### src/design/rk4rlc_pkg.sv
`default_nettype none
// ----------------------------------------------------------------------------
// rk4rlc_pkg
// Shared types, register indexes and saturating helpers for the RK4 RLC step.
// ----------------------------------------------------------------------------
package rk4rlc_pkg;

    localparam int CFG_DATA_W  = 63;
    localparam int CFG_INDEX_W = 3;
    localparam int PHASE_STEP_W = 31;

    localparam logic [CFG_INDEX_W-1:0] CFG_TIME_STEP      = 3'd0;
    localparam logic [CFG_INDEX_W-1:0] CFG_INV_INDUCTANCE = 3'd1;
    localparam logic [CFG_INDEX_W-1:0] CFG_INV_LC         = 3'd2;
    localparam logic [CFG_INDEX_W-1:0] CFG_R_OVER_L       = 3'd3;
    localparam logic [CFG_INDEX_W-1:0] CFG_DRIVE_AMP      = 3'd4;
    localparam logic [CFG_INDEX_W-1:0] CFG_PHASE_STEP     = 3'd5;

    localparam logic [62:0] RST_TIME_STEP      = 63'd4294967;
    localparam logic [62:0] RST_INV_INDUCTANCE = 63'd42949672960;
    localparam logic [62:0] RST_INV_LC         = 63'd42949672960000;
    localparam logic [62:0] RST_R_OVER_L       = 63'd4294967296000;
    localparam logic [62:0] RST_DRIVE_AMP      = 63'd42949672960;
    localparam logic [30:0] RST_PHASE_STEP     = 31'd34177904;

    localparam logic signed [63:0] SAT_MAX = 64'sh7FFF_FFFF_FFFF_FFFF;
    localparam logic signed [63:0] SAT_MIN = 64'sh8000_0000_0000_0000;

    // pi/2 in unsigned Q2.62
    localparam logic [63:0] PI_HALF_Q62 = 64'h6487_ED51_10B4_611A;

    localparam logic [1:0] STAGE_K1 = 2'd0;
    localparam logic [1:0] STAGE_K2 = 2'd1;
    localparam logic [1:0] STAGE_K3 = 2'd2;
    localparam logic [1:0] STAGE_K4 = 2'd3;

    typedef struct packed {
        logic               start;
        logic               sh30;
        logic signed [63:0] a;
        logic signed [63:0] b;
    } mul_req_t;

    typedef struct packed {
        logic               busy;
        logic               done;
        logic signed [63:0] p;
    } mul_rsp_t;

    typedef enum logic [11:0] {
        ST_IDLE = 12'b0000_0000_0001,
        ST_DT6  = 12'b0000_0000_0010,
        ST_V0   = 12'b0000_0000_0100,
        ST_VH   = 12'b0000_0000_1000,
        ST_V1   = 12'b0000_0001_0000,
        ST_KQ   = 12'b0000_0010_0000,
        ST_KI   = 12'b0000_0100_0000,
        ST_SL_V = 12'b0000_1000_0000,
        ST_SL_Q = 12'b0001_0000_0000,
        ST_SL_I = 12'b0010_0000_0000,
        ST_FQ   = 12'b0100_0000_0000,
        ST_FI   = 12'b1000_0000_0000
    } seq_state_t;

    typedef enum logic [3:0] {
        M_IDLE = 4'b0001,
        M_PP   = 4'b0010,
        M_NEG  = 4'b0100,
        M_SAT  = 4'b1000
    } mul_state_t;

    function automatic logic signed [63:0] sat_add(input logic signed [63:0] a,
                                                   input logic signed [63:0] b);
        logic signed [64:0] s;
        s = {a[63], a} + {b[63], b};
        if (s[64] != s[63])
            return s[64] ? SAT_MIN : SAT_MAX;
        return s[63:0];
    endfunction

    function automatic logic signed [63:0] sat_sub(input logic signed [63:0] a,
                                                   input logic signed [63:0] b);
        logic signed [64:0] s;
        s = {a[63], a} - {b[63], b};
        if (s[64] != s[63])
            return s[64] ? SAT_MIN : SAT_MAX;
        return s[63:0];
    endfunction

    // running 1-2-2-1 weighted sum, left to right
    function automatic logic signed [63:0] weigh_step(input logic signed [63:0] sum,
                                                      input logic signed [63:0] k,
                                                      input logic [1:0] stage);
        logic signed [63:0] r;
        case (stage)
            STAGE_K1: r = k;
            STAGE_K2: r = sat_add(sum, sat_add(k, k));
            STAGE_K3: r = sat_add(sum, sat_add(k, k));
            default:  r = sat_add(sum, k);
        endcase
        return r;
    endfunction

endpackage
`default_nettype wire

### src/design/rk4rlc_mul.sv
`default_nettype none
// ----------------------------------------------------------------------------
// rk4rlc_mul
// Shared signed 64x64 multiplier: four 32x32 partial products, floor shift,
// saturation to 64 bits.
// ----------------------------------------------------------------------------
module rk4rlc_mul
    import rk4rlc_pkg::*;
#(
    parameter int FRACTION_BITS = 32
)
(
    input  wire logic     clk,
    input  wire logic     rst_n,
    input  wire mul_req_t req,
    output mul_rsp_t      rsp
);

    mul_state_t     mstate_reg, mstate_next;
    logic [1:0]     pp_reg, pp_next;
    logic           done_reg, done_next;
    logic [63:0]    ua_reg;
    logic [63:0]    ub_reg;
    logic           neg_reg;
    logic           sh30_reg;
    logic [127:0]   acc_reg, acc_next;
    logic [63:0]    res_reg, res_next;

    logic [31:0]    a_half;
    logic [31:0]    b_half;
    logic [63:0]    part;
    logic [127:0]   part_sh;
    logic [127:0]   shifted;
    logic           fits;

    always_comb
    begin
        a_half = pp_reg[1] ? ua_reg[63:32] : ua_reg[31:0];
        b_half = pp_reg[0] ? ub_reg[63:32] : ub_reg[31:0];
        part   = {32'd0, a_half} * {32'd0, b_half};
        case (pp_reg)
            2'd0:    part_sh = {64'd0, part};
            2'd3:    part_sh = {part, 64'd0};
            default: part_sh = {32'd0, part, 32'd0};
        endcase
        shifted = sh30_reg ? 128'($signed(acc_reg) >>> 30)
                           : 128'($signed(acc_reg) >>> FRACTION_BITS);
        fits    = (&shifted[127:63]) | (~|shifted[127:63]);
    end

    always_comb
    begin
        mstate_next = mstate_reg;
        pp_next     = pp_reg;
        done_next   = 1'b0;
        acc_next    = acc_reg;
        res_next    = res_reg;
        case (mstate_reg)
            M_IDLE:
            begin
                if (req.start)
                begin
                    acc_next    = '0;
                    pp_next     = '0;
                    mstate_next = M_PP;
                end
            end
            M_PP:
            begin
                acc_next = acc_reg + part_sh;
                pp_next  = pp_reg + 2'd1;
                if (pp_reg == 2'd3)
                    mstate_next = M_NEG;
            end
            M_NEG:
            begin
                if (neg_reg)
                    acc_next = -acc_reg;
                mstate_next = M_SAT;
            end
            M_SAT:
            begin
                if (fits)
                    res_next = shifted[63:0];
                else
                    res_next = shifted[127] ? SAT_MIN : SAT_MAX;
                done_next   = 1'b1;
                mstate_next = M_IDLE;
            end
            default:
            begin
                mstate_next = M_IDLE;
            end
        endcase
    end

    always_ff @(posedge clk or negedge rst_n)
    begin
        if (!rst_n)
        begin
            mstate_reg <= M_IDLE;
            pp_reg     <= '0;
            done_reg   <= 1'b0;
        end
        else
        begin
            mstate_reg <= mstate_next;
            pp_reg     <= pp_next;
            done_reg   <= done_next;
        end
    end

    always_ff @(posedge clk)
    begin
        acc_reg <= acc_next;
        res_reg <= res_next;
        if (mstate_reg == M_IDLE && req.start)
        begin
            ua_reg   <= req.a[63] ? 64'(-req.a) : 64'(req.a);
            ub_reg   <= req.b[63] ? 64'(-req.b) : 64'(req.b);
            neg_reg  <= req.a[63] ^ req.b[63];
            sh30_reg <= req.sh30;
        end
    end

    assign rsp.busy = (mstate_reg != M_IDLE);
    assign rsp.done = done_reg;
    assign rsp.p    = res_reg;

endmodule
`default_nettype wire

### config.mk
export PLATFORM = sky130hd
export DESIGN_NAME = rk4rlc_mul
export DESIGN_NICKNAME = d
export VERILOG_FILES = /design/src/design/rk4rlc_pkg.sv /design/src/design/rk4rlc_mul.sv
export SDC_FILE = /design/constraint.sdc
export NUM_CORES = 2
export LEC_CHECK = 0
export BUFFER_PORTS_ARGS = -buffer_cell sky130_fd_sc_hd__buf_2
export CAP_MARGIN = 10
export CORE_ASPECT_RATIO = 0.5
export CORE_MARGIN = 5
export CORE_UTILIZATION = 43
export CTS_BUF_LIST = sky130_fd_sc_hd__clkbuf_8
export DETAILED_ROUTE_END_ITERATION = 10
export PLACE_DENSITY = 0.57
export SLEW_MARGIN = 20
export SYNTH_ARGS = -nofsm -noshare
export SYNTH_HDL_FRONTEND = slang
export SYNTH_SLANG_ARGS = --single-unit
### constraint.sdc
create_clock -name clk -period 15.6 [get_ports clk]
set_input_delay 0 -clock clk [delete_from_list [all_inputs] [get_ports clk]]
set_output_delay 0 -clock clk [all_outputs]
set_load 0.005 [all_outputs]
======== Word-level counts from Yosys, hierarchy flattened ========
Index checks and enable logic that the tools add are counted.
storage, ports and cells
  register bits ........................... 329
  logic and storage cells ................. 55
  bits of input ports ..................... 132
  output and inout bits ................... 66
operators by class
  add/subtract/negate cells ............... 5
  $mul .................................... 1
  mux-type cells .......................... 17
  bitwise operators ....................... 2
  reduce and logical (&&, ||, !) cells .... 10
  eq/ne operators ......................... 9
operator list
  operator                                                          number
  128-bit one-hot mux with 3 select lines                           1
  128-bit 2-to-1 mux                                                2
  128-bit one-hot mux with 2 select lines                           1
  128-bit adder                                                     1
  64-bit 2-to-1 mux                                                 2
  128-bit negator                                                   1
  64-bit negator                                                    2
  63-bit 2-to-1 mux                                                 2
  97-bit 2-to-1 mux                                                 1
  65-bit AND reduction                                              1
  65-bit OR reduction                                               1
  32-bit by 32-bit multiplier with 64-bit output                    1
  32-bit 2-to-1 mux                                                 2
  4-bit one-hot mux with 3 select lines                             1
  4-bit 2-to-1 mux                                                  2
  2-bit != test (second input constant)                             3
  4-bit by 1-bit == test with 1-bit output (second input constant)  1
  4-bit by 2-bit == test with 1-bit output (second input constant)  1
  4-bit by 3-bit == test with 1-bit output (second input constant)  1
  4-bit == test (second input constant)                             1
  4-bit by 1-bit != test with 1-bit output (second input constant)  1
  2-bit one-hot mux with 2 select lines                             1
  2-bit AND reduction                                               2
  3-bit AND reduction                                               1
  other kinds (11)                                                  11

======== Depth between registers and ports, before layout ========
  word-level depth ........................ 5
  gate-level depth with buffers ........... 48
  gate-level depth less buffers ........... 42

======== Least setup slack after synthesis ========
No wires, ideal clock.
  kind .................................... reg2reg
  start ................................... register pp_reg[1]
  end ..................................... register acc_reg[113] (data pin)
  period minus slack after synthesis ...... 11.847 ns
  data required time ...................... 15.329 ns
  setup time .............................. 0.271 ns
  buffers on the path ..................... 5
  cell stages (with the launch flop) ...... 46
  data arrival time ....................... 11.576 ns
  slack ................................... 3.753 ns
  cell sequence ........................... dfrtp_1 clkbuf_1 clkbuf_1 clkbuf_1 mux2i_1 clkbuf_1 nor2_1 fa_1 inv_1 fa_1 inv_1 fa_1 inv_1 fa_1 inv_1 fa_1 fa_1 fa_1 [... 10 more ...] a22o_1 a21oi_1 xor2_1 o31ai_1 ha_1 clkbuf_1 and4_1 nand3_1 nor4_1 a31oi_1 o31ai_1 a211oi_1 a21oi_1 o21ai_0 o41ai_1 a31oi_1 xnor2_1 o22ai_1
between the ends
  longest elaborated chain between the ends .. 5
  elaborated cells between the ends (all ways) .. 7
  classes of those cells .................. add/sub: 1; mul: 1; eq/ne: 1; mux: 3; reduce/logical: 1
RTL lines
  what                                            line               RTL
  start: declaration                              rk4rlc_mul.sv:20   logic [1:0] pp_reg, pp_next;
  start signal: assignment                        rk4rlc_mul.sv:108  pp_reg <= pp_next;
  32-bit 2-to-1 mux                               rk4rlc_mul.sv:38   a_half = pp_reg[1] ? ua_reg[63:32] : ua_reg[31:0];
  32-bit by 32-bit multiplier with 64-bit output  rk4rlc_mul.sv:40   part = {32'd0, a_half} * {32'd0, b_half};
  128-bit one-hot mux with 2 select lines *       rk4rlc_mul.sv:41   case (pp_reg)
  128-bit adder *                                 rk4rlc_mul.sv:70   acc_next = acc_reg + part_sh;
  128-bit one-hot mux with 3 select lines *       rk4rlc_mul.sv:58   case (mstate_reg)
  net acc_next[113]                               rk4rlc_mul.sv:26   logic [127:0] acc_reg, acc_next;
  end signal: assignment                          rk4rlc_mul.sv:115  acc_reg <= acc_next;
  end: declaration                                rk4rlc_mul.sv:26
The timed path passes the listed nets; every way through them passes the cells marked *.
A chain may end at the register's enable or synchronous reset.

======== Worst setup path in the final report ========
  start ................................... register pp_reg[0]
  end ..................................... register acc_reg[113] (data pin)
between the ends
  longest elaborated chain between the ends .. 5
  elaborated cells between the ends (all ways) .. 7
  classes of those cells .................. add/sub: 1; mul: 1; eq/ne: 1; mux: 3; reduce/logical: 1
RTL lines
  what                                            line              RTL
  32-bit 2-to-1 mux                               rk4rlc_mul.sv:39  b_half = pp_reg[0] ? ub_reg[63:32] : ub_reg[31:0];
  32-bit by 32-bit multiplier with 64-bit output  rk4rlc_mul.sv:40
  128-bit one-hot mux with 2 select lines *       rk4rlc_mul.sv:41
  128-bit adder *                                 rk4rlc_mul.sv:70
  128-bit one-hot mux with 3 select lines *       rk4rlc_mul.sv:58
  net acc_next[113]                               rk4rlc_mul.sv:26
Marks and branches as above.

==> insert_results.sql <==
INSERT INTO impl_metrics (metric_group, metric, value, unit) VALUES
('run_status', 'status', 'completed', ''),
('clock_network', 'cts_buffer_depth', '3', ''),
('finish', 'commonest_non_fill_non_tap_cell_in_the_layout', 'sky130_fd_sc_hd__inv_1', ''),
('logic_synthesis', 'synth.cell_area', '59700', 'µm²'),
('timing', 'timing.fmax', '0.0683', 'GHz'),
('logic_synthesis', 'synth-edff-count', '322', ''),
('clock_network', 'ctsRootBufferMaster', 'sky130_fd_sc_hd__clkbuf_8', ''),
('clock_network', 'tritoncts_clock_tree', 'yes', ''),
('route', 'dr.pass1.iters', '5', ''),
('logic_synthesis', 'synth-async-reset-ratio', '0.0213', ''),
('placement', 'gp_congestion', '1.02', ''),
('global_route', 'grt_util_all_layers', '0.307', ''),
('global_route', 'maximum_number_of_pins_on_one_net_before_global_route_repair', '93', ''),
('die', 'rows', '96', ''),
('timing', 'slew_headroom', '0.198', ''),
('clock_network', 'cts_sinks', '329', ''),
('finish', 'num-fill-cells', '13300', ''),
('global_route', 'grt_antenna_before_repair', '13', ''),
('placement', 'detailed_place_hpwl', '179000', 'µm'),
('critical_path', 'critical_path_endpoint_category', 'flop', ''),
('logic_synthesis', 'syn-mean-instance-area', '8.86', 'µm²'),
('die', 'die_h', '273', 'µm'),
('timing', 'part_of_the_cycle_the_worst_path_needs', '0.939', ''),
('logic_synthesis', 'synth.net_count', '8168', ''),
('global_route', 'grt_remaining_overflow', '0', ''),
('die', 'die_ar', '147000', 'µm²'),
('critical_path', 'critPathMostFrequentCell', 'sky130_fd_sc_hd__fa_1', ''),
('logic_synthesis', 'netlist_instances', '6738', ''),
('route', 'ant_nets', '0', ''),
('die', 'die_x', '537', 'µm'),
('clock_network', 'worst_skew_pair.late_latency', '0.78', 'ns'),
('finish', 'largest_register_ffs', '128', ''),
('logic_synthesis', 'synthDistinctLibCells', '90', ''),
('critical_path', 'crit_path_max_fanout', '36', ''),
('route', 'via_per_inst', '5.75', ''),
('logic_synthesis', 'ys.flop_type', 'sky130_fd_sc_hd__edfxtp_1', ''),
('critical_path', 'critPathKind', 'reg -> reg', ''),
('critical_path', 'cp.arrival', '15.12', 'ns'),
('logic_synthesis', 'synth-seq-area-share', '0.165', ''),
('timing', 'rsz0062_at_grt', 'false', ''),
('global_route', 'first_global_vias', '51200', ''),
('critical_path', 'worst_path_largest_cell_delay', '0.98', 'ns'),
('clock_network', 'post_cts_buffers', '0', ''),
('timing', 'finalHoldViolCount', '0', ''),
('placement', 'placement.io_buffers', '197', ''),
('timing', 'worst_clock_skew', '0.0966', 'ns'),
('timing', 'post-route-min-period', '14.64', 'ns'),
('die', 'design.core.area', '138000', 'µm²'),
('global_route', 'first_pass_grt_wire_length', '336000', 'µm'),
('finish', 'layout.cells.most_common_list', 'sky130_fd_sc_hd__inv_1 (935), sky130_fd_sc_hd__fa_1 (897), sky130_fd_sc_hd__nor2_1 (847)', ''),
('route', 'detail_route.iter0.violations', '5013', ''),
('timing', 'slew_violations', '0', ''),
('logic_synthesis', 'synthesis.yosys.warnings', '0', ''),
('route', 'totalWireLength', '227000', 'µm'),
('critical_path', 'cp_slowest_cell', 'sky130_fd_sc_hd__mux2i_4', ''),
('timing', 'worstMarginPinSlew', '1.18', 'ns'),
('critical_path', 'critical_path_required', '16.08', 'ns'),
('route', 'remaining_drcs', '0', ''),
('timing', 'final-setup-viol-count', '0', ''),
('finish', 'nNetsFinal', '8422', ''),
('die', 'ios', '198', ''),
('critical_path', 'startpoint_class', 'flop', ''),
('logic_synthesis', 'ys_ff_latch', '329', ''),
('finish', 'syn_to_final_growth', '11.5', '%'),
('route', 'detail_route.wl_per_cell', '25.5', 'µm'),
('timing', 'setup_tns', '0', 'ns'),
('clock_network', 'h-tree-depth', '2', ''),
('clock_network', 'cts_hold_repair.buffers', '229', ''),
('die', 'effective_utilization_at_floorplan', '0.434', ''),
('clock_network', 'cts-buffers-inserted', '57', ''),
('min_path', 'min_path_type', 'in -> reg', ''),
('clock_network', 'path_clk_slew', '0.08', 'ns'),
('run', 'max_cap_viol_count', '0', ''),
('route', 'dr_total_vias', '51200', ''),
('clock_network', 'post_cts.resized_instances', '0', ''),
('finish', 'layout_cells_sized_above_1', '0.0783', '');
==> Yosys cell counts, types with 48 or more instances <==
| library cell | count | area [µm²] |
|---|---|---|
| sky130_fd_sc_hd__or3_1 | 49 | 307 |
| sky130_fd_sc_hd__edfxtp_1 | 322 | 9670 |
| sky130_fd_sc_hd__xnor2_1 | 259 | 2270 |
| sky130_fd_sc_hd__mux2_2 | 50 | 563 |
| sky130_fd_sc_hd__nand2_1 | 687 | 2580 |
| sky130_fd_sc_hd__clkbuf_1 | 327 | 1230 |
| sky130_fd_sc_hd__o21ai_0 | 225 | 1130 |
| sky130_fd_sc_hd__nand3_1 | 48 | 240 |
| sky130_fd_sc_hd__a21oi_1 | 270 | 1350 |
| sky130_fd_sc_hd__and2_1 | 74 | 463 |
| sky130_fd_sc_hd__o31ai_1 | 52 | 390 |
| sky130_fd_sc_hd__nor2b_1 | 78 | 488 |
| sky130_fd_sc_hd__mux2i_1 | 62 | 621 |
| sky130_fd_sc_hd__xor2_1 | 157 | 1380 |
| sky130_fd_sc_hd__fa_1 | 897 | 18000 |
| sky130_fd_sc_hd__o21bai_1 | 54 | 405 |
| sky130_fd_sc_hd__nor2_1 | 849 | 3190 |
| sky130_fd_sc_hd__ha_1 | 401 | 5020 |
| sky130_fd_sc_hd__a22o_1 | 58 | 508 |
| sky130_fd_sc_hd__a21o_1 | 110 | 826 |
| sky130_fd_sc_hd__nor3_1 | 98 | 490 |
| sky130_fd_sc_hd__a211oi_1 | 81 | 608 |
| sky130_fd_sc_hd__nand4_1 | 91 | 569 |
| sky130_fd_sc_hd__inv_1 | 920 | 3450 |
| sky130_fd_sc_hd__o22ai_1 | 107 | 669 |
==> critical path: cells and delay by family (launching register included) <==
family / cells / cell delay (ns)
flops: 1 / 0.93
mux: 1 / 0.98
fa+ha+maj: 10 / 5.09
xor+xnor: 2 / 0.71
buf+inv: 7 / 1.11
compound gates: 14 / 3.67
simple gates: 8 / 1.83
==> cell type report <==
class	count	area, µm²	area share
flip-flops and latches	329	9850	0.148
clock buffers	61	840	0.0126
repair buffers	536	4160	0.0625
multi-input cells	5147	45500	0.683
diodes	5	12.5	0.000188
well taps	1862	2330	0.0350
clock inverters	43	412	0.00619
inverters	921	3460	0.0520
==> routing by layer <==
| metal | track usage | vias up | wire length, µm |
|---|---|---|---|
| li1 | - | 22800 | - |
| met1 | 0.429 | 25500 | 98000 |
| met2 | 0.454 | 2499 | 95300 |
| met3 | 0.0961 | 417 | 25700 |
| met4 | 0.0944 | 10 | 8250 |
| met5 | 0 | - | 80 |
==> worst paths after layout <==
kind,from,endpoint,slack [ns],cells after the start
hold reg to reg,acc_reg[14],acc_reg[14],0.73,2
hold / removal,req[64],ua_reg[0],0.1,2
max in group asynchronous,rst_n,pp_reg[0],14.41,3
min in group asynchronous,rst_n,mstate_reg[2],0.46,3
setup reg to reg,pp_reg[0],acc_reg[113],0.96,42
setup / recovery,pp_reg[0],acc_reg[113],0.96,42
==> stage by stage <==
stage               area [µm²]   util  setup slack [ns]  std cells  hold slack [ns]
floorplan                59700      -              3.75       6738           -0.296
global placement         62900  0.457              1.24       8564          -0.0416
detailed placement       63000  0.458              1.15       8566          -0.0420
CTS                      66500  0.484              1.19       8899           0.0449
global route             66500  0.484             0.220       8903           0.0845
finish                   66500  0.484             0.959       8904           0.0989
==> logic make-up after synthesis <==
logic type	share of synthesized area
flops	0.165
fa+ha+maj	0.385
mux	0.0221
simple gates	0.165
xor+xnor	0.0614
buf+inv	0.0794
compound gates	0.122
Power is left out: the tool's default activity adds up to more than one toggle a clock period on the data nets, which glitch-free logic cannot reach.
